[src/rtl/core/ascp_pkg.sv]
package ascp_pkg;

    typedef struct packed {
        logic       operation;
        logic [7:0] rx_byte;
    } cmd_t;

    typedef struct packed {
        logic [3:0]  action;
        logic [31:0] value;
        logic        extended_id;
        logic        remote_request;
        logic        self_receive;
        logic [3:0]  length_code;
        logic [63:0] payload;
        logic        last;
    } res_t;

    typedef enum logic [3:0] {
        ACT_ACK       = 4'd0,
        ACT_SERIAL    = 4'd1,
        ACT_VERSION   = 4'd2,
        ACT_STATUS    = 4'd3,
        ACT_SEND      = 4'd4,
        ACT_OPEN      = 4'd5,
        ACT_LOOPBACK  = 4'd6,
        ACT_LISTEN    = 4'd7,
        ACT_CLOSE     = 4'd8,
        ACT_BITRATE   = 4'd9,
        ACT_FILTER    = 4'd10,
        ACT_MASK      = 4'd11,
        ACT_TIMESTAMP = 4'd12
    } action_t;

    typedef enum logic [3:0] {
        K_NONE   = 4'd0,
        K_PLAIN  = 4'd1,
        K_SPEED  = 4'd2,
        K_VER    = 4'd3,
        K_SERIAL = 4'd4,
        K_STATUS = 4'd5,
        K_TSTAMP = 4'd6,
        K_FILTER = 4'd7,
        K_MASK   = 4'd8,
        K_DSTD   = 4'd9,
        K_DEXT   = 4'd10,
        K_RSTD   = 4'd11,
        K_REXT   = 4'd12,
        K_AUTO   = 4'd13
    } kind_t;

    typedef enum logic [2:0] {
        PH_HEADER = 3'b001,
        PH_BODY   = 3'b010,
        PH_END    = 3'b100
    } phase_t;

    typedef enum logic [2:0] {
        FP_ID   = 3'b001,
        FP_LEN  = 3'b010,
        FP_DATA = 3'b100
    } fphase_t;

    localparam logic [7:0] CHR_CR       = 8'h0D;
    localparam logic [7:0] CHR_ZERO     = 8'h30;
    localparam logic [7:0] CHR_ONE      = 8'h31;
    localparam logic [7:0] CHR_UPPER_A  = 8'h41;
    localparam logic [7:0] CHR_LOWER_A  = 8'h61;

    localparam logic [7:0] CMD_OPEN     = 8'h4F; // O
    localparam logic [7:0] CMD_LOOP     = 8'h59; // Y
    localparam logic [7:0] CMD_LISTEN   = 8'h4C; // L
    localparam logic [7:0] CMD_CLOSE    = 8'h43; // C
    localparam logic [7:0] CMD_TS_LOW   = 8'h73; // s
    localparam logic [7:0] CMD_SPEED    = 8'h53; // S
    localparam logic [7:0] CMD_AUTO_LO  = 8'h61; // a
    localparam logic [7:0] CMD_AUTO_UP  = 8'h41; // A
    localparam logic [7:0] CMD_AUTO_D   = 8'h44; // D
    localparam logic [7:0] CMD_VER_LO   = 8'h76; // v
    localparam logic [7:0] CMD_VER_UP   = 8'h56; // V
    localparam logic [7:0] CMD_SERIAL   = 8'h4E; // N
    localparam logic [7:0] CMD_STATUS   = 8'h46; // F
    localparam logic [7:0] CMD_TSTAMP   = 8'h5A; // Z
    localparam logic [7:0] CMD_FILTER   = 8'h4D; // M
    localparam logic [7:0] CMD_MASK     = 8'h6D; // m
    localparam logic [7:0] CMD_DSTD     = 8'h74; // t
    localparam logic [7:0] CMD_DEXT     = 8'h54; // T
    localparam logic [7:0] CMD_RSTD     = 8'h72; // r
    localparam logic [7:0] CMD_REXT     = 8'h52; // R

    localparam logic [7:0]  MAX_BITRATE = 8'd8;
    localparam logic [31:0] STD_ID_MASK = 32'h0000_0FFF;
    localparam logic [4:0]  STD_ID_DIGITS = 5'd3;
    localparam logic [4:0]  EXT_ID_DIGITS = 5'd8;
    localparam logic [4:0]  WORD_DIGITS   = 5'd8;

endpackage

[src/rtl/core/ascii_can_command_parser.sv]
// Serial-line CAN command parser. Each request carries one ASCII byte from the
// host link (or an idle-gap marker that resets the parser) and yields zero, one
// or two results: an immediate action (open, loopback, listen, close, bitrate,
// filter, mask, timestamp), or on carriage return the reply kind, preceded by a
// send-frame result for a frame command. A byte is registered on acceptance and
// then decoded into a two-slot result register, once no result blocks it. One
// byte is taken every cycle while results drain; a byte that causes two results
// fills the second slot, so the next byte waits in the input register until
// that slot has moved to the head.
module ascii_can_command_parser (
    input  logic           clk,
    input  logic           rst_n,
    input  logic           cmd_valid,
    output logic           cmd_stall,
    input  ascp_pkg::cmd_t cmd,
    output logic           res_valid,
    input  logic           res_stall,
    output ascp_pkg::res_t res
);
    import ascp_pkg::*;

    logic    in_valid_reg, in_valid_next;
    cmd_t    in_reg;
    logic    head_valid_reg, head_valid_next;
    res_t    head_reg, head_next;
    logic    second_valid_reg, second_valid_next;
    res_t    second_reg, second_next;

    phase_t  phase_reg, phase_next;
    kind_t   kind_reg, kind_next;
    fphase_t fphase_reg, fphase_next;
    logic [4:0]  count_reg, count_next;
    logic [31:0] acc_reg, acc_next;
    logic [3:0]  nibble_reg, nibble_next;
    logic [3:0]  length_reg, length_next;
    logic [63:0] data_reg, data_next;
    logic        loop_reg, loop_next;

    logic        fire;
    logic        cmd_take;
    logic [7:0]  b;
    logic [7:0]  v;
    logic [3:0]  nib;
    logic        ext;
    logic        rem;
    logic [4:0]  count_inc;
    logic [7:0]  data_byte;
    res_t        r0, r1;
    logic [1:0]  n_res;
    action_t     reply;

    function automatic res_t make_res(action_t act, logic [31:0] val);
        res_t r;
        r = '0;
        r.action = act;
        r.value  = val;
        r.last   = 1'b1;
        return r;
    endfunction

    assign fire      = in_valid_reg && !second_valid_reg && (!head_valid_reg || !res_stall);
    assign cmd_stall = in_valid_reg && !fire;
    assign cmd_take  = cmd_valid && !cmd_stall;

    assign res_valid = head_valid_reg;
    assign res       = head_reg;

    assign b = in_reg.rx_byte;
    always_comb
    begin
        if (b >= CHR_LOWER_A)
            v = b - CHR_LOWER_A + 8'd10;
        else if (b >= CHR_UPPER_A)
            v = b - CHR_UPPER_A + 8'd10;
        else
            v = b - CHR_ZERO;
    end
    assign nib       = v[3:0];
    assign ext       = (kind_reg == K_DEXT) || (kind_reg == K_REXT);
    assign rem       = (kind_reg == K_RSTD) || (kind_reg == K_REXT);
    assign count_inc = count_reg + 5'd1;
    assign data_byte = {nibble_reg, nib};

    always_comb
    begin
        phase_next  = phase_reg;
        kind_next   = kind_reg;
        fphase_next = fphase_reg;
        count_next  = count_reg;
        acc_next    = acc_reg;
        nibble_next = nibble_reg;
        length_next = length_reg;
        data_next   = data_reg;
        loop_next   = loop_reg;
        r0          = '0;
        r1          = '0;
        n_res       = 2'd0;
        reply       = ACT_ACK;

        if (in_reg.operation)
        begin
            phase_next  = PH_HEADER;
            kind_next   = K_NONE;
            fphase_next = FP_ID;
            count_next  = '0;
            acc_next    = '0;
            nibble_next = '0;
            length_next = '0;
            data_next   = '0;
        end
        else
        begin
            unique case (phase_reg)
                PH_HEADER:
                begin
                    // any recognized command byte starts a fresh command
                    phase_next  = PH_END;
                    fphase_next = FP_ID;
                    count_next  = '0;
                    acc_next    = '0;
                    nibble_next = '0;
                    length_next = '0;
                    data_next   = '0;
                    case (b)
                        CMD_OPEN:
                        begin
                            loop_next = 1'b0;
                            kind_next = K_PLAIN;
                            r0 = make_res(ACT_OPEN, '0);
                            n_res = 2'd1;
                        end
                        CMD_LOOP:
                        begin
                            loop_next = 1'b1;
                            kind_next = K_PLAIN;
                            r0 = make_res(ACT_LOOPBACK, '0);
                            n_res = 2'd1;
                        end
                        CMD_LISTEN:
                        begin
                            loop_next = 1'b0;
                            kind_next = K_PLAIN;
                            r0 = make_res(ACT_LISTEN, '0);
                            n_res = 2'd1;
                        end
                        CMD_CLOSE:
                        begin
                            kind_next = K_PLAIN;
                            r0 = make_res(ACT_CLOSE, '0);
                            n_res = 2'd1;
                        end
                        CMD_TS_LOW: kind_next = K_PLAIN;
                        CMD_SPEED:
                        begin
                            kind_next  = K_SPEED;
                            phase_next = PH_BODY;
                        end
                        CMD_AUTO_LO, CMD_AUTO_UP, CMD_AUTO_D:
                        begin
                            kind_next  = K_AUTO;
                            phase_next = PH_BODY;
                        end
                        CMD_VER_LO, CMD_VER_UP: kind_next = K_VER;
                        CMD_SERIAL: kind_next = K_SERIAL;
                        CMD_STATUS: kind_next = K_STATUS;
                        CMD_TSTAMP:
                        begin
                            kind_next  = K_TSTAMP;
                            phase_next = PH_BODY;
                        end
                        CMD_FILTER:
                        begin
                            kind_next  = K_FILTER;
                            phase_next = PH_BODY;
                        end
                        CMD_MASK:
                        begin
                            kind_next  = K_MASK;
                            phase_next = PH_BODY;
                        end
                        CMD_DSTD:
                        begin
                            kind_next  = K_DSTD;
                            phase_next = PH_BODY;
                        end
                        CMD_DEXT:
                        begin
                            kind_next  = K_DEXT;
                            phase_next = PH_BODY;
                        end
                        CMD_RSTD:
                        begin
                            kind_next  = K_RSTD;
                            phase_next = PH_BODY;
                        end
                        CMD_REXT:
                        begin
                            kind_next  = K_REXT;
                            phase_next = PH_BODY;
                        end
                        default:
                        begin
                            // unknown byte: leave the parser untouched
                            phase_next  = phase_reg;
                            fphase_next = fphase_reg;
                            count_next  = count_reg;
                            acc_next    = acc_reg;
                            nibble_next = nibble_reg;
                            length_next = length_reg;
                            data_next   = data_reg;
                        end
                    endcase
                end
                PH_BODY:
                begin
                    case (kind_reg)
                        K_SPEED:
                        begin
                            phase_next = PH_END;
                            if (v <= MAX_BITRATE)
                            begin
                                r0 = make_res(ACT_BITRATE, {24'd0, v});
                                n_res = 2'd1;
                            end
                        end
                        K_TSTAMP:
                        begin
                            phase_next = PH_END;
                            if (b == CHR_ZERO || b == CHR_ONE)
                            begin
                                r0 = make_res(ACT_TIMESTAMP, {31'd0, b == CHR_ONE});
                                n_res = 2'd1;
                            end
                        end
                        K_FILTER, K_MASK:
                        begin
                            acc_next   = {acc_reg[27:0], nib};
                            count_next = count_inc;
                            if (count_inc >= WORD_DIGITS)
                            begin
                                count_next = '0;
                                phase_next = PH_END;
                                r0 = make_res((kind_reg == K_FILTER) ? ACT_FILTER : ACT_MASK,
                                              {acc_reg[27:0], nib});
                                n_res = 2'd1;
                            end
                        end
                        K_DSTD, K_DEXT, K_RSTD, K_REXT:
                        begin
                            unique case (fphase_reg)
                                FP_ID:
                                begin
                                    acc_next   = {acc_reg[27:0], nib};
                                    count_next = count_inc;
                                    if (count_inc >= (ext ? EXT_ID_DIGITS : STD_ID_DIGITS))
                                    begin
                                        if (!ext)
                                            acc_next = {acc_reg[27:0], nib} & STD_ID_MASK;
                                        fphase_next = FP_LEN;
                                        count_next  = '0;
                                    end
                                end
                                FP_LEN:
                                begin
                                    length_next = nib;
                                    count_next  = '0;
                                    if (rem || nib == 4'd0)
                                    begin
                                        phase_next  = PH_END;
                                        fphase_next = FP_ID;
                                    end
                                    else
                                        fphase_next = FP_DATA;
                                end
                                FP_DATA:
                                begin
                                    if (!count_reg[0])
                                        nibble_next = nib;
                                    else if (!count_reg[4])
                                    begin
                                        for (int i = 0; i < 8; i++)
                                        begin
                                            if (count_reg[3:1] == 3'(i))
                                                data_next[i*8 +: 8] = data_reg[i*8 +: 8]
                                                                      | data_byte;
                                        end
                                    end
                                    count_next = count_inc;
                                    // bytes beyond eight are counted but dropped
                                    if (count_inc >= {length_reg, 1'b0})
                                    begin
                                        phase_next  = PH_END;
                                        fphase_next = FP_ID;
                                        count_next  = '0;
                                    end
                                end
                                default:
                                begin
                                    fphase_next = FP_ID;
                                end
                            endcase
                        end
                        default: phase_next = PH_END;
                    endcase
                end
                PH_END:
                begin
                    if (b == CHR_CR)
                    begin
                        if (kind_reg == K_SERIAL)
                            reply = ACT_SERIAL;
                        else if (kind_reg == K_VER)
                            reply = ACT_VERSION;
                        else if (kind_reg == K_STATUS)
                            reply = ACT_STATUS;
                        if (kind_reg == K_DSTD || kind_reg == K_DEXT ||
                            kind_reg == K_RSTD || kind_reg == K_REXT)
                        begin
                            r0 = make_res(ACT_SEND, acc_reg);
                            r0.extended_id    = ext;
                            r0.remote_request = rem;
                            r0.self_receive   = loop_reg;
                            r0.length_code    = length_reg;
                            r0.payload        = rem ? 64'd0 : data_reg;
                            r0.last           = 1'b0;
                            r1 = make_res(reply, '0);
                            n_res = 2'd2;
                        end
                        else
                        begin
                            r0 = make_res(reply, '0);
                            n_res = 2'd1;
                        end
                        phase_next  = PH_HEADER;
                        kind_next   = K_NONE;
                        fphase_next = FP_ID;
                        count_next  = '0;
                        acc_next    = '0;
                        nibble_next = '0;
                        length_next = '0;
                        data_next   = '0;
                    end
                end
                default:
                begin
                    phase_next  = PH_HEADER;
                    kind_next   = K_NONE;
                    fphase_next = FP_ID;
                    count_next  = '0;
                    acc_next    = '0;
                    nibble_next = '0;
                    length_next = '0;
                    data_next   = '0;
                end
            endcase
        end
    end

    // input register and result slots
    always_comb
    begin
        in_valid_next     = in_valid_reg;
        head_valid_next   = head_valid_reg;
        head_next         = head_reg;
        second_valid_next = second_valid_reg;
        second_next       = second_reg;
        if (fire)
            in_valid_next = 1'b0;
        if (cmd_take)
            in_valid_next = 1'b1;
        if (fire)
        begin
            head_valid_next   = (n_res != 2'd0);
            head_next         = r0;
            second_valid_next = (n_res == 2'd2);
            second_next       = r1;
        end
        else if (head_valid_reg && !res_stall)
        begin
            // advance the second result into the head slot
            head_valid_next   = second_valid_reg;
            head_next         = second_reg;
            second_valid_next = 1'b0;
        end
    end

    always_ff @(posedge clk or negedge rst_n)
    begin
        if (!rst_n)
        begin
            in_valid_reg     <= 1'b0;
            head_valid_reg   <= 1'b0;
            second_valid_reg <= 1'b0;
            phase_reg        <= PH_HEADER;
            kind_reg         <= K_NONE;
            fphase_reg       <= FP_ID;
            count_reg        <= '0;
            acc_reg          <= '0;
            nibble_reg       <= '0;
            length_reg       <= '0;
            data_reg         <= '0;
            loop_reg         <= 1'b0;
        end
        else
        begin
            in_valid_reg     <= in_valid_next;
            head_valid_reg   <= head_valid_next;
            second_valid_reg <= second_valid_next;
            if (fire)
            begin
                phase_reg  <= phase_next;
                kind_reg   <= kind_next;
                fphase_reg <= fphase_next;
                count_reg  <= count_next;
                acc_reg    <= acc_next;
                nibble_reg <= nibble_next;
                length_reg <= length_next;
                data_reg   <= data_next;
                loop_reg   <= loop_next;
            end
        end
    end

    always_ff @(posedge clk)
    begin
        if (cmd_take)
            in_reg <= cmd;
        head_reg   <= head_next;
        second_reg <= second_next;
    end

    a_second_needs_head: assert property (@(posedge clk) disable iff (!rst_n)
        second_valid_reg |-> head_valid_reg)
        else $error("second result slot filled while head slot empty");

    a_send_followed: assert property (@(posedge clk) disable iff (!rst_n)
        (res_valid && !res.last) |-> second_valid_reg)
        else $error("non-final result without a queued reply");

    a_stall_has_item: assert property (@(posedge clk) disable iff (!rst_n)
        cmd_stall |-> (in_valid_reg && !fire))
        else $error("request stalled with no held byte");

endmodule
[config.mk]
export PLATFORM = sky130hd
export DESIGN_NAME = ascii_can_command_parser
export DESIGN_NICKNAME = d
export VERILOG_FILES = /design/src/rtl/core/ascp_pkg.sv /design/src/rtl/core/ascii_can_command_parser.sv
export SDC_FILE = /design/constraint.sdc
export NUM_CORES = 1
export LEC_CHECK = 0
export BUFFER_PORTS_ARGS = -buffer_cell sky130_fd_sc_hd__buf_2
export CORE_MARGIN = 3
export CORE_UTILIZATION = 42
export CTS_BUF_LIST = sky130_fd_sc_hd__clkbuf_8
export CTS_CLUSTER_DIAMETER = 100
export CTS_CLUSTER_SIZE = 25
export DETAILED_ROUTE_END_ITERATION = 10
export GPL_ROUTABILITY_DRIVEN = 0
export PLACE_DENSITY_LB_ADDON = 0.25
export REMOVE_ABC_BUFFERS = 1
export SLEW_MARGIN = 5
export SYNTH_ARGS = -nofsm -noshare
export SYNTH_HDL_FRONTEND = slang
export SYNTH_SLANG_ARGS = --single-unit
[constraint.sdc]
create_clock -name clk -period 13.4 [get_ports clk]
set_input_delay 2.01 -clock clk [delete_from_list [all_inputs] [get_ports clk]]
set_output_delay 2.01 -clock clk [all_outputs]
set_load 0.01 [all_outputs]
Word level (Yosys, flattened, before mapping)
Cells that the tools add are included.

Input port bits: 13. Register bits: 346.

Bitwise operators: 12. Order comparisons: 6. Multiplexer cells: 100. Equal/unequal tests: 76. Reductions and logical operators: 52. $add $sub $neg: 6.

Operators by type and width (count): two-way mux 108 bit (7); one-hot mux 108 bit (3 select lines) (2); two-way mux 64 bit (8); one-hot mux 108 bit (4 select lines) (1); two-way mux 32 bit (6); one-hot mux 64 bit (3 select lines) (1); == test 8 x 7 -> 1 bit, second input constant (20); two-way mux 107 bit (1); one-hot mux 32 bit (3 select lines) (1); two-way mux 8 bit (10); OR 8 bit (8); one-hot mux 32 bit (2 select lines) (1); AND reduction 8 bit (8); one-hot mux 4 bit (13 select lines) (1); inequality test 3 bit, second input constant (15); two-way mux 4 bit (11); one-hot mux 4 bit (3 select lines) (3); two-way mux 3 bit (11); two-way mux 5 bit (6); one-hot mux 5 bit (3 select lines) (2); one-hot mux 3 bit (3 select lines) (3); == test 4 bit, second input constant (5); OR reduction 20 bit (1); == test 3 bit, second input constant (6); other kinds (48) (114).

Logic depth before layout (Yosys ltp)
Word-level depth: 12. Gate-level depth with buffers: 13.

Worst setup path before layout
OpenSTA, ideal clock, no wires.

Kind: input to register. From: input port res_stall. To: register second_valid_reg. Setup slack: 5232 ps. Stages on the path: 2. Library setup time: 399 ps. Arrival: 7769 ps. Required time: 13001 ps. Cell sequence: mux2i_1 o21ai_0.

Word-level cells in the longest chain between the ends: 4. Elaborated cells between the ends (all ways): 6. Classes of those cells: 1 x mux; 5 x reduce/logical.

Ends and longest elaborated chain: start: declaration (line ascii_can_command_parser.sv:17) `input logic res_stall,`; zero test 1 bit (*) (line ascii_can_command_parser.sv:61, ascii_can_command_parser.sv:378); logical OR 1 bit (line ascii_can_command_parser.sv:61) `assign fire = in_valid_reg && !second_valid_reg && (!head_valid_reg || !res_stall);`; logical AND 1 bit (line ascii_can_command_parser.sv:61); two-way mux 1 bit or nonzero test 2 bit (tied branches); end signal: assignment (line ascii_can_command_parser.sv:408) `second_valid_reg <= second_valid_next;`; end: declaration (line ascii_can_command_parser.sv:26) `logic second_valid_reg, second_valid_next;`.

Every way passes the cells marked *; elsewhere a longest branch is shown, timed or not. A chain may end at the register's enable or synchronous reset.

Worst setup path in the final report
From: input port res_stall. To: output port cmd_stall.

Word-level cells in the longest chain between the ends: 5.

Ends and longest elaborated chain: zero test 1 bit (line ascii_can_command_parser.sv:61); logical OR 1 bit (line ascii_can_command_parser.sv:61); logical AND 1 bit (line ascii_can_command_parser.sv:61); zero test 1 bit (line ascii_can_command_parser.sv:62) `assign cmd_stall = in_valid_reg && !fire;`; logical AND 1 bit (line ascii_can_command_parser.sv:62); end: declaration (line ascii_can_command_parser.sv:14) `output logic cmd_stall,`.

Every way passes these cells.

==> flow_metrics.py <==
metrics = {
    "outcome": {
        "status": "complete, no violations",
    },
    "die": {
        "num_rows": 58,
        "fp.coreArea_sq_um": 25300,
        "chipHeight_microns": 167,
        "start_util": 0.430,
        "dieArea_sq_um": 27900,
        "ios": 123,
        "fp.dieW_microns": 167,
    },
    "layout": {
        "area_delta_synth_final_pct": 10.7,
        "drive_gt1_frac": 0.163,
        "final_area_sq_um": 12100,
        "final_util": 0.477,
        "largest_reg_flops": 108,
        "nets": 1117,
        "final_cell_mix": "nand2_1 (170), dfrtp_1 (121), buf_2 (121)",
        "num-fill-cells": 2345,
        "layout.cells.most_common": "nand2_1",
        "insertedDiodeCount": 0,
    },
    "synth": {
        "ys_seq_elements": 243,
        "synth_edf_count": 120,
        "yosys.area.top_type_share": 0.331,
        "ys.warnings.count": 0,
        "ys_async_sr_fraction": 0.506,
        "syn_area_per_cell_sq_um": 10.9,
        "synth_top_cell_by_area": "edfxtp_1",
        "netlist_top_cells_area": "edfxtp_1 (33%), dfrtp_1 (28%), nand2_1 (5.9%)",
        "synth_area_sq_um": 10900,
        "synth_cell_type_count": 65,
        "synth_ff_type": "dfrtp_1",
        "syn-instance-count": 998,
        "yosysSeqAreaShare": 0.613,
    },
    "grt": {
        "grt_usage": 0.170,
        "grt_pass1_wl_mm": 40.0,
        "grt_max_degree": 89,
        "first_global_vias": 7456,
        "antenna_found_initial": 0,
        "gr-total-overflow": 0,
    },
    "clock_tree": {
        "holdBufCountCts": 0,
        "clk_path_buf_depth": 3,
        "cts_tree": "yes",
        "post_cts_buffers": 0,
        "numCtsBuffers": 14,
        "clock_sink_count": 243,
        "clock_latency_ns": 0.54,
        "htree_num_levels": 1,
        "cts.clk_slew.worst_paths_ns": 0.13,
        "clock-root-buffer": "clkbuf_8",
        "cts_resized": 0,
    },
    "drt": {
        "via_per_inst": 5.33,
        "initialDrtViolationCount": 611,
        "routed_wl_mm": 23.9,
        "wl_per_cell_microns": 16.8,
        "detail-route-antenna-nets": 0,
        "drt_pass1_iterations": 5,
        "drc": 0,
        "via_count": 7588,
    },
    "power_and_ir_drop": {
        "cellPowerDensity_nw_per_um2": 122,
        "ir_worst_vdd_mv": 0.0634,
        "p_leak_nw": 5.22,
    },
    "timing": {
        "finalMaxSlewViolations": 0,
        "setup_tns_ns": 0,
        "rsz0062_at_grt": "false",
        "hold_violations": 0,
        "worst_pin_slew_ns": 1.18,
        "max_clock_freq_mhz": 219,
        "period_needed_ns": 4.57,
        "setup_violations": 0,
        "fin_crit_sh": 0.341,
        "max-slew-margin-rel": 0.211,
        "skew_ns": 0.0539,
    },
    "setup_path": {
        "worstPathMaxFanout": 3,
        "arrival_ns": 2.56,
        "worstPathRequired_ns": 11.39,
        "cp-start-kind": "primary input",
        "critPathKind": "in2out",
        "cp-end-kind": "primary output",
    },
    "placement": {
        "dpl-instance-area_sq_um": 11800,
        "port_buffers": 122,
        "dp_hpwl_mm": 16.2,
    },
    "run": {
        "drv_cap": 0,
    },
    "min_path": {
        "holdCritPathClass": "reg2reg",
    },
}
[worst paths after layout]
kind                                    from            to  slack, ns  cells after the start
worst max-delay path               res_stall     cmd_stall       8.83                      6
worst min-delay path            data_reg[12]  data_reg[12]       0.49                      2
worst max register to register          b[5]  data_reg[23]       9.33                     11
worst min register to register  data_reg[12]  data_reg[12]       0.49                      2
max in group asynchronous              rst_n  data_reg[35]      10.48                      2
min in group asynchronous              rst_n   acc_reg[25]       1.39                      1
[worst max-delay path, cell delays in order]
cell     delay [ns]
buf_2          0.12
nand2_1        0.08
nand2_1        0.06
nand2_1        0.10
inv_1          0.05
buf_2          0.13
[layout make-up]
type	instances	area, sq um	area share
Timing Repair Buffer	134	707	0.0586
Tap cell	330	413	0.0342
Inverter	20	75.1	0.00622
Clock buffer	15	206	0.0171
Clock inverter	9	63.8	0.00529
Sequential cell	243	6680	0.554
Multi-Input combinational cell	673	3920	0.325
[kinds of logic (layout without fill, tap and decap cells)]
logic type / Yosys count / in the layout / synth area share
other cells: 1 / 2 / 0.000344
fa+ha+maj: 18 / 18 / 0.0207
compound gates: 239 / 239 / 0.140
simple gates: 386 / 386 / 0.170
xor+xnor: 15 / 15 / 0.0121
flops: 243 / 243 / 0.613
mux: 13 / 13 / 0.0126
buf+inv: 83 / 178 / 0.0310
[stage by stage]
step / setup slack, ns / hold WS [ns] / cells / total power, mW
final: 8.83 / 0.492 / 1424 / 1.47
after global routing: 8.74 / 0.526 / 1424 / 1.54
after CTS: 8.80 / 0.497 / 1424 / 1.48
after detailed placement: 8.72 / 0.464 / 1400 / 1.14
after global placement: 7.96 / 0.455 / 1399 / 1.13
after floorplan: 5.23 / 0.442 / 936 / 1.05
[layer usage]
layer | vias up | track usage | share of wire
met4 | 0 | 0.0334 | 0.013
li1 | 3731 | - | -
met2 | 148 | 0.280 | 0.47
met3 | 25 | 0.0231 | 0.043
met1 | 3684 | 0.246 | 0.47
met5 | - | 0 | 0
[cells in the mapped netlist, types with 8 or more instances]
library cell,count
nand3_1,13
o21ai_0,108
inv_1,20
xnor2_1,10
nor2_1,63
clkbuf_1,50
buf_2,8
a22o_1,23
a21oi_1,24
ha_1,18
nand2b_1,12
edfxtp_1,120
and3_1,65
nand2_1,171
dfrtp_1,121
a22oi_1,31
nor3_1,10
and2_1,15
[where the power goes]
group          leakage, nW  internal, mW  switching, mW
Clock                0.158         0.112          0.234
Combinational         2.15        0.0746          0.152
Sequential            2.91         0.849         0.0473
No activity file was read; power rests on OpenSTA's default activity.
